--- config.mk ---
export PLATFORM = sky130hd
export DESIGN_NAME = hsv_to_rgb_converter_top
export DESIGN_NICKNAME = d
export VERILOG_FILES = /design/src/design/hsvrgb_pkg.sv /design/src/design/hsv_to_rgb_converter_top.sv
export SDC_FILE = /design/constraint.sdc
export NUM_CORES = 1
export LEC_CHECK = 0
export ABC_CLOCK_PERIOD_IN_PS = 9350
export BUFFER_PORTS_ARGS = -buffer_cell sky130_fd_sc_hd__buf_2
export CORE_MARGIN = 1
export CORE_UTILIZATION = 30
export DETAILED_ROUTE_END_ITERATION = 6
export PLACE_DENSITY = 0.51
export SLEW_MARGIN = 10
export SYNTH_ARGS = -nofsm -noshare
export SYNTH_HDL_FRONTEND = slang
export SYNTH_SLANG_ARGS = --single-unit
export TNS_END_PERCENT = 10
--- constraint.sdc ---
create_clock -name clock -period 9.35 [get_ports clock]
set_clock_uncertainty 0.2 [all_clocks]
set_input_delay 0.935 -clock clock [delete_from_list [all_inputs] [get_ports clock]]
set_output_delay 0.935 -clock clock [all_outputs]
set_load 0.05 [all_outputs]
--- src/design/hsvrgb_pkg.sv ---
// Shared widths and hue sector codes for the HSV to RGB converter.
// No dependencies.
`default_nettype none
package hsvrgb_pkg;

   localparam int unsigned ChanWidth   = 8;
   localparam int unsigned SectorWidth = 3;
   localparam int unsigned MulWidth    = 16;   // S*F, S*(256-F)
   localparam int unsigned CompWidth   = 17;   // 65536 - S*F
   localparam int unsigned QtWidth     = 25;   // V * (65536 - S*F)
   localparam int unsigned PWidth      = 17;   // V * (256 - S)

   typedef logic [ChanWidth-1:0]   chan_type;
   typedef logic [SectorWidth-1:0] sector_type;

   localparam sector_type SECTOR_RED_YELLOW    = 3'd0;
   localparam sector_type SECTOR_YELLOW_GREEN  = 3'd1;
   localparam sector_type SECTOR_GREEN_CYAN    = 3'd2;
   localparam sector_type SECTOR_CYAN_BLUE     = 3'd3;
   localparam sector_type SECTOR_BLUE_MAGENTA  = 3'd4;
   localparam sector_type SECTOR_MAGENTA_RED   = 3'd5;

endpackage
`default_nettype wire

--- src/design/hsv_to_rgb_converter_top.sv ---
// HSV to RGB converter, four stage pipeline, one module.
// Depends on hsvrgb_pkg for widths and sector codes.
//
// A req_ beat accepted at an edge is loaded into the stage 1, 2, 3 and 4
// registers in turn; rsp_valid is the stage 4 valid bit.
// Throughput: one beat per clock unless rsp_ready stalls; the multiply stages
// (S*F, then V*(1-S*F)) set the pipeline depth, each stage carries a valid bit.
// Reset: synchronous, active high, clears the stage valid bits only; the
// datapath registers hold whatever they last loaded.
`default_nettype none
module hsv_to_rgb_converter_top
   import hsvrgb_pkg::*;
(
   input  wire logic       clock,
   input  wire logic       reset,
   input  wire logic       req_valid,
   output logic            req_ready,
   input  wire logic [7:0] req_hue,
   input  wire logic [7:0] req_saturation,
   input  wire logic [7:0] req_brightness,
   output logic            rsp_valid,
   input  wire logic       rsp_ready,
   output logic [7:0]      rsp_red,
   output logic [7:0]      rsp_green,
   output logic [7:0]      rsp_blue
);

   // ---------------------------------------------------------------
   // Stall control: a stage loads when it is empty or the stage after
   // it loads. The chain is short, so ready ripples back combinationally
   // and bubbles get squeezed out while the output is held.
   // ---------------------------------------------------------------
   logic vld1_ff, vld2_ff, vld3_ff, vld4_ff;
   logic en1, en2, en3, en4;

   assign en4       = !vld4_ff || rsp_ready;
   assign en3       = !vld3_ff || en4;
   assign en2       = !vld2_ff || en3;
   assign en1       = !vld1_ff || en2;
   assign req_ready = en1;
   assign rsp_valid = vld4_ff;

   always_ff @(posedge clock) begin
      if (reset) begin
         vld1_ff <= 1'b0;
         vld2_ff <= 1'b0;
         vld3_ff <= 1'b0;
         vld4_ff <= 1'b0;
      end else begin
         if (en1) vld1_ff <= req_valid;
         if (en2) vld2_ff <= vld1_ff;
         if (en3) vld3_ff <= vld2_ff;
         if (en4) vld4_ff <= vld3_ff;
      end
   end

   // ---------------------------------------------------------------
   // Stage 1: scaled hue = 6*H = 4H + 2H, split into sector and fraction.
   // ---------------------------------------------------------------
   logic [10:0] scaled_in;
   sector_type  sector1_ff, sector2_ff, sector3_ff;
   chan_type    frac1_ff;
   chan_type    sat1_ff, sat2_ff;
   chan_type    val1_ff, val2_ff, val3_ff;

   assign scaled_in = {1'b0, req_hue, 2'b00} + {2'b00, req_hue, 1'b0};

   always_ff @(posedge clock) begin
      if (en1 && req_valid) begin
         sector1_ff <= scaled_in[10:8];
         frac1_ff   <= scaled_in[7:0];
         sat1_ff    <= req_saturation;
         val1_ff    <= req_brightness;
      end
   end

   // ---------------------------------------------------------------
   // Stage 2: saturation products S*F and S*(256-F).
   // 256-F never exceeds 256; S*256 is 16 bits at most.
   // ---------------------------------------------------------------
   logic [8:0]          inv_frac;
   logic [MulWidth-1:0] sf_in, sg_in;
   logic [MulWidth-1:0] sf2_ff, sg2_ff;

   assign inv_frac = 9'd256 - {1'b0, frac1_ff};
   assign sf_in    = MulWidth'({8'd0, sat1_ff} * {8'd0, frac1_ff});
   assign sg_in    = MulWidth'({8'd0, sat1_ff} * {7'd0, inv_frac});

   always_ff @(posedge clock) begin
      if (en2 && vld1_ff) begin
         sector2_ff <= sector1_ff;
         sat2_ff    <= sat1_ff;
         val2_ff    <= val1_ff;
         sf2_ff     <= sf_in;
         sg2_ff     <= sg_in;
      end
   end

   // ---------------------------------------------------------------
   // Stage 3: brightness times the complemented terms.
   // With S=0 every level below collapses to floor(255V/256), so grey
   // needs no separate path.
   // ---------------------------------------------------------------
   logic [CompWidth-1:0] cq, ct;
   logic [8:0]           inv_sat;
   logic [QtWidth-1:0]   nq_in, nt_in, nq3_ff, nt3_ff;
   logic [PWidth-1:0]    np_in, np3_ff;

   assign cq      = 17'h10000 - {1'b0, sf2_ff};
   assign ct      = 17'h10000 - {1'b0, sg2_ff};
   assign inv_sat = 9'd256 - {1'b0, sat2_ff};
   assign nq_in   = QtWidth'({17'd0, val2_ff} * {8'd0, cq});
   assign nt_in   = QtWidth'({17'd0, val2_ff} * {8'd0, ct});
   assign np_in   = PWidth'({9'd0, val2_ff} * {8'd0, inv_sat});

   always_ff @(posedge clock) begin
      if (en3 && vld2_ff) begin
         sector3_ff <= sector2_ff;
         val3_ff    <= val2_ff;
         nq3_ff     <= nq_in;
         nt3_ff     <= nt_in;
         np3_ff     <= np_in;
      end
   end

   // ---------------------------------------------------------------
   // Stage 4: times 255 as (x<<8)-x, floor by part-select, then route
   // levels to channels by sector.
   // ---------------------------------------------------------------
   logic [33:0] sq, st;
   logic [25:0] sp;
   logic [16:0] sv;
   chan_type    lq, lt, lp, lv;
   chan_type    red_in, green_in, blue_in;
   chan_type    red_ff, green_ff, blue_ff;

   assign sq = {1'b0, nq3_ff, 8'd0} - {9'd0, nq3_ff};
   assign st = {1'b0, nt3_ff, 8'd0} - {9'd0, nt3_ff};
   assign sp = {1'b0, np3_ff, 8'd0} - {9'd0, np3_ff};
   assign sv = {1'b0, val3_ff, 8'd0} - {9'd0, val3_ff};
   assign lq = sq[31:24];
   assign lt = st[31:24];
   assign lp = sp[23:16];
   assign lv = sv[15:8];

   always_comb begin
      unique case (sector3_ff)
         SECTOR_RED_YELLOW: begin
            red_in = lv; green_in = lt; blue_in = lp;
         end
         SECTOR_YELLOW_GREEN: begin
            red_in = lq; green_in = lv; blue_in = lp;
         end
         SECTOR_GREEN_CYAN: begin
            red_in = lp; green_in = lv; blue_in = lt;
         end
         SECTOR_CYAN_BLUE: begin
            red_in = lp; green_in = lq; blue_in = lv;
         end
         SECTOR_BLUE_MAGENTA: begin
            red_in = lt; green_in = lp; blue_in = lv;
         end
         default: begin
            red_in = lv; green_in = lp; blue_in = lq;
         end
      endcase
   end

   always_ff @(posedge clock) begin
      if (en4 && vld3_ff) begin
         red_ff   <= red_in;
         green_ff <= green_in;
         blue_ff  <= blue_in;
      end
   end

   assign rsp_red   = red_ff;
   assign rsp_green = green_ff;
   assign rsp_blue  = blue_ff;

   // ---------------------------------------------------------------
   // Checks
   // ---------------------------------------------------------------
   // 8-bit hue never reaches sector 6 or 7.
   a_sector_range: assert property (@(posedge clock) disable iff (reset)
      vld1_ff |-> (sector1_ff <= SECTOR_MAGENTA_RED))
      else $error("hue sector out of range");

   // Levels are floor(255*x) with x < 1, so full scale never appears.
   a_no_full_scale: assert property (@(posedge clock) disable iff (reset)
      rsp_valid |-> (rsp_red != 8'hFF && rsp_green != 8'hFF && rsp_blue != 8'hFF))
      else $error("channel at full scale");

   // A stalled middle stage keeps its beat.
   a_stage3_hold: assert property (@(posedge clock) disable iff (reset)
      vld3_ff && !en4 |=> vld3_ff && $stable(nq3_ff) && $stable(sector3_ff))
      else $error("stage 3 lost data under stall");

   // An empty first stage always takes a new beat.
   a_bubble_ready: assert property (@(posedge clock) disable iff (reset)
      !vld1_ff |-> req_ready)
      else $error("input stalled with empty first stage");

   // An accepted beat moves into stage 1.
   a_accept_load: assert property (@(posedge clock) disable iff (reset)
      req_valid && req_ready |=> vld1_ff)
      else $error("accepted beat not captured");

endmodule
`default_nettype wire

### After elaboration in Yosys (flattened, before gate mapping)

Cells that the tools add are included.

| word-level totals | value |
|---|---|
| bits in registers | 184 |
| input port bits | 28 |
| output and inout bits | 26 |
| word-level logic and storage cells | 59 |

| operators by class | value |
|---|---|
| $add $sub $neg | 9 |
| multiply operators | 5 |
| eq/ne operators | 4 |
| muxes and demuxes | 3 |
| reductions and logical operators | 17 |

Operators with widths:

| kind | count |
|---|---|
| 8-bit case mux with 3 select lines | 3 |
| 32-bit by 25-bit subtractor with 32-bit output | 2 |
| 8-bit by 17-bit multiplier with 25-bit output | 2 |
| 17-bit by 16-bit subtractor with 17-bit output (first input constant) | 2 |
| 24-bit by 17-bit subtractor with 24-bit output | 1 |
| 9-bit by 8-bit subtractor with 9-bit output (first input constant) | 2 |
| 8-bit by 9-bit multiplier with 17-bit output | 1 |
| 8-bit by 8-bit multiplier with 16-bit output | 1 |
| 8-bit by 9-bit multiplier with 16-bit output | 1 |
| 16-bit by 8-bit subtractor with 16-bit output | 1 |
| 10-bit by 9-bit adder with 11-bit output | 1 |
| 2-bit OR reduction | 4 |
| 3-bit by 2-bit == test with 1-bit output (second input constant) | 2 |
| 1-bit logical AND | 4 |
| 1-bit zero test | 4 |
| 1-bit logical OR | 4 |
| 3-bit by 1-bit == test with 1-bit output (second input constant) | 1 |
| 3-bit == test (second input constant) | 1 |
| 3-bit zero test | 1 |

### Logic depth before layout (Yosys ltp)

| depth | value |
|---|---|
| word-level depth | 6 |
| depth in mapped cells | 24 |
| depth with buffers taken out | 23 |

### Worst setup path before layout

No wires, ideal clock.

| path | value |
|---|---|
| kind | input -> register |
| start | input port rsp_ready |
| end | register np3_ff[0], enable pin |
| library setup time | 0.623 ns |
| arrival | 6.466 ns |
| required time | 8.527 ns |
| path slack | 2.061 ns |
| cell stages on the path | 2 |
| buffers on the path | 0 |
| cell sequence | nor2b_1 a21boi_0 |

| between the ends | value |
|---|---|
| longest elaborated chain between the ends | 3 |

Ends and longest elaborated chain:

| item | RTL line | RTL |
|---|---|---|
| from (decl) | hsv_to_rgb_converter_top.sv:22 | `input wire logic rsp_ready,` |
| 1-bit logical OR | hsv_to_rgb_converter_top.sv:36 | `assign en4 = !vld4_ff \|\| rsp_ready;` |
| 1-bit logical OR | hsv_to_rgb_converter_top.sv:37 | `assign en3 = !vld3_ff \|\| en4;` |
| 1-bit logical AND | hsv_to_rgb_converter_top.sv:117 | `if (en3 && vld2_ff) begin` |
| to (signal assigned) | hsv_to_rgb_converter_top.sv:122 | `np3_ff <= np_in;` |
| to (decl) | hsv_to_rgb_converter_top.sv:107 | `logic [PWidth-1:0] np_in, np3_ff;` |

No other way between the ends.
A chain may end at the register's enable or synchronous reset.

==> key figures <==
STA
  • Max transition margin: 28.6%
  • Worst-margin pin slew: 1070 ps
  • RSZ-0062 raised after global routing: false
  • Final setup margin: 2400 ps
  • Peak Freq: 0.144 GHz
  • Final setup TNS: 0 ps
  • Final Slew Violations: 0
  • Tcrit/Tclk final: 74.3%
  • Crit path time final: 6950 ps
  • Final Hold Fails: 0
  • Final setup vio count: 0

Finish
  • N_diodes: 0
  • Most frequent cells in the layout: inv_1 (401), and2_1 (286), fa_1 (276)
  • Util after Layout: 33.0%
  • Most common cell after layout, fill and taps aside: inv_1
  • Share of post-route cells with drive strength above 1: 5.07%
  • Nets: 2967
  • Fin area: 0.0250 sq mm
  • Area Overhead vs Synth: 8.71%

CTS
  • CTS tree: yes
  • Setup Buffers After CTS: 0
  • CTS H-tree depth: 4
  • CTS Buf Count: 17
  • Post-CTS sizing: 0
  • Clk slew on worst S/H paths: 70 ps
  • Sink Count: 177
  • Clk_lat worst skew: 480 ps
  • Hold-fix buffer count after cts: 0
  • Root Buffer: clkbuf_16
  • Worst-case clock buffer depth: 2

Floorplanning
  • Die W: 279 um
  • Core area: 0.0758 sq mm
  • Number of I/O pins: 54
  • FP Rows: 101
  • Initial Util: 30.3%
  • Die height: 279 um
  • Die Area: 0.0777 sq mm

Logic synthesis
  • Synth Register Bits: 177
  • Async set-or-reset flop fraction in the synthesized netlist: 0%
  • Cell count after synthesis: 2385
  • Seq/Total Area, Yosys: 22.9%
  • Count of flip-flops with a built-in enable after synthesis: 173
  • Syn Nets: 2939
  • Ys flop type: edfxtp_1
  • Mapped cell area: 0.0230 sq mm
  • Synth area leader: fa_1
  • Area contributors post-synth: fa_1 (24%), edfxtp_1 (23%), ha_1 (14%)
  • Share of the synthesized area in the top cell type: 24.0%
  • Cell variety after synth: 72
  • Syn Area/Cell: 9.64 sq um
  • Synth Warn #: 0

Setup path
  • Slowest cell delay on critical path: 550 ps
  • Maximum fanout along the worst path: 11
  • Critical setup path kind: flip-flop to flip-flop
  • Reg2Reg Depth: 22
  • CP Data Arrival Time: 6980 ps
  • Most frequent CP cell: fa_1
  • Cells along the critical path: inv_1 > ha_1 > nand2_1 > nor3_1 > nand2b_1 > or4_1 > xor2_1 > and2_1 > fa_1 > fa_1 > fa_1 > inv_1 > fa_1 > inv_1 > ha_1 > a21o_1 > a21oi_1 > o311ai_1 > a211o_1 > a21o_1 > a221o_1 > xor2_1
  • Critical-path top delay cell: edfxtp_1
  • Data required, critical path: 9380 ps
  • Startpoint types: flip-flop
  • Critical Path End Type: flip-flop

Detailed routing
  • Drt pass-1 iters: 6
  • Detail Route Antenna Nets: 0
  • Vias/cell: 4.78
  • DRT iter0 DRCs: 629
  • Routed WL: 51200 um
  • Wire length per cell: 15.1 um
  • Vias post-DR: 16300
  • DRC: 0

Global route
  • Number of global-route vias before repair: 17300
  • Global route overflow: 0
  • First-pass GRT wire length: 86700 um
  • Overall Global Routing Usage: 13.8%
  • Initial antenna violation count: 0
  • Pin count of the biggest net entering global routing: 70

Placed design
  • Final HPWL DP: 41500 um
  • Post-place instance area: 0.0244 sq mm
  • IO Port Bufs: 53
  • GPL Wtd Cong: 0.832
  • Pre-CTS setup slack: 2420 ps

Run status
  • Outcome: complete, no violations

Hold path
  • Hold path depth: 0
  • Worst Hold Class: flip-flop to flip-flop

Job
  • Max-cap violations: 0
logic make-up after synthesis:
family,Yosys count,synth area share [%]
multiplexers,11,0.501
flip-flops,177,22.9
buffers and inverters,462,7.55
AO/OA/AOI/OAI,307,9.07
XOR/XNOR,135,5.14
AND/OR/NAND/NOR,767,17.2
adder cells (fa/ha/maj),526,37.6
area by class of cell:
class	count	area [sq um]
flip-flops and latches	177	5280
clock buffers	17	425
clock inverters	14	170
well taps	978	1220
multi-input cells	1746	16000
fillers	7853	50800
inverters	402	1510
repair buffers	69	385
registers in the layout, indices dropped and copies added, names as in the netlist, 7 cells and up:
| register | flops |
|---|---|
| frac1_ff | 7 |
| np3_ff | 17 |
| nq3_ff | 24 |
| nt3_ff | 23 |
| rsp_blue | 8 |
| rsp_green | 8 |
| rsp_red | 8 |
| sat1_ff | 8 |
| sat2_ff | 8 |
| sf2_ff | 15 |
| sg2_ff | 14 |
| val1_ff | 8 |
| val2_ff | 8 |
| val3_ff | 8 |
stage by stage:
stage | cells | hold WS (ps)
after detailed placement | 3372 | 207
final | 3403 | 223
after global placement | 3372 | 201
after floorplan | 2385 | 200
after global routing | 3403 | 238
after CTS | 3403 | 225
worst max-delay path, delay by kind of cell, from the launching register on:
family,cells,cell delay [ps]
AOI/OAI and AO/OA,6,1460
DFF,1,550
adders and majority gates,6,2500
and+or+nand+nor,5,1150
xor gates and xnor gates,2,610
buffers and inverters,3,230
Yosys cell counts (all sizes together), types with 5 or more instances:
cell	number
nor4	18
o2111ai	5
o211a	5
a211oi	17
ha	250
fa	276
and2	286
or3	8
edfxtp	173
xor2	26
o211ai	17
a41oi	6
or2	5
a31oi	9
o21bai	11
clkbuf	59
or4	7
nor2b	17
mux2i	7
a221oi	5
nand2	237
inv	401
nand2b	13
o221ai	11
o21a	10
nor3	40
nor2	87
a21o	32
xnor2	109
a21boi	5
o21ai	49
and3	10
nand4	7
a21oi	89
nand3	22
per-layer routing:
metal  track usage, %  vias up  wire length, um
met5                0        -                0
met4             4.73        0             1130
met3             1.92       64             1510
met2             22.9      250            23500
met1             18.4     8094            25100
li1                 -     7870                -
final timing paths:
kind	startpoint	to	slack (ps)
hold / removal	val1_ff[1]	val2_ff[1]	220
setup / recovery	sf2_ff[1]	nt3_ff[23]	2400
hold reg to reg	val1_ff[1]	val2_ff[1]	220
setup reg to reg	sf2_ff[1]	nt3_ff[23]	2400
Power is left out: the tool's default activity adds up to more than one toggle a clock period on the data nets, which glitch-free logic cannot reach.
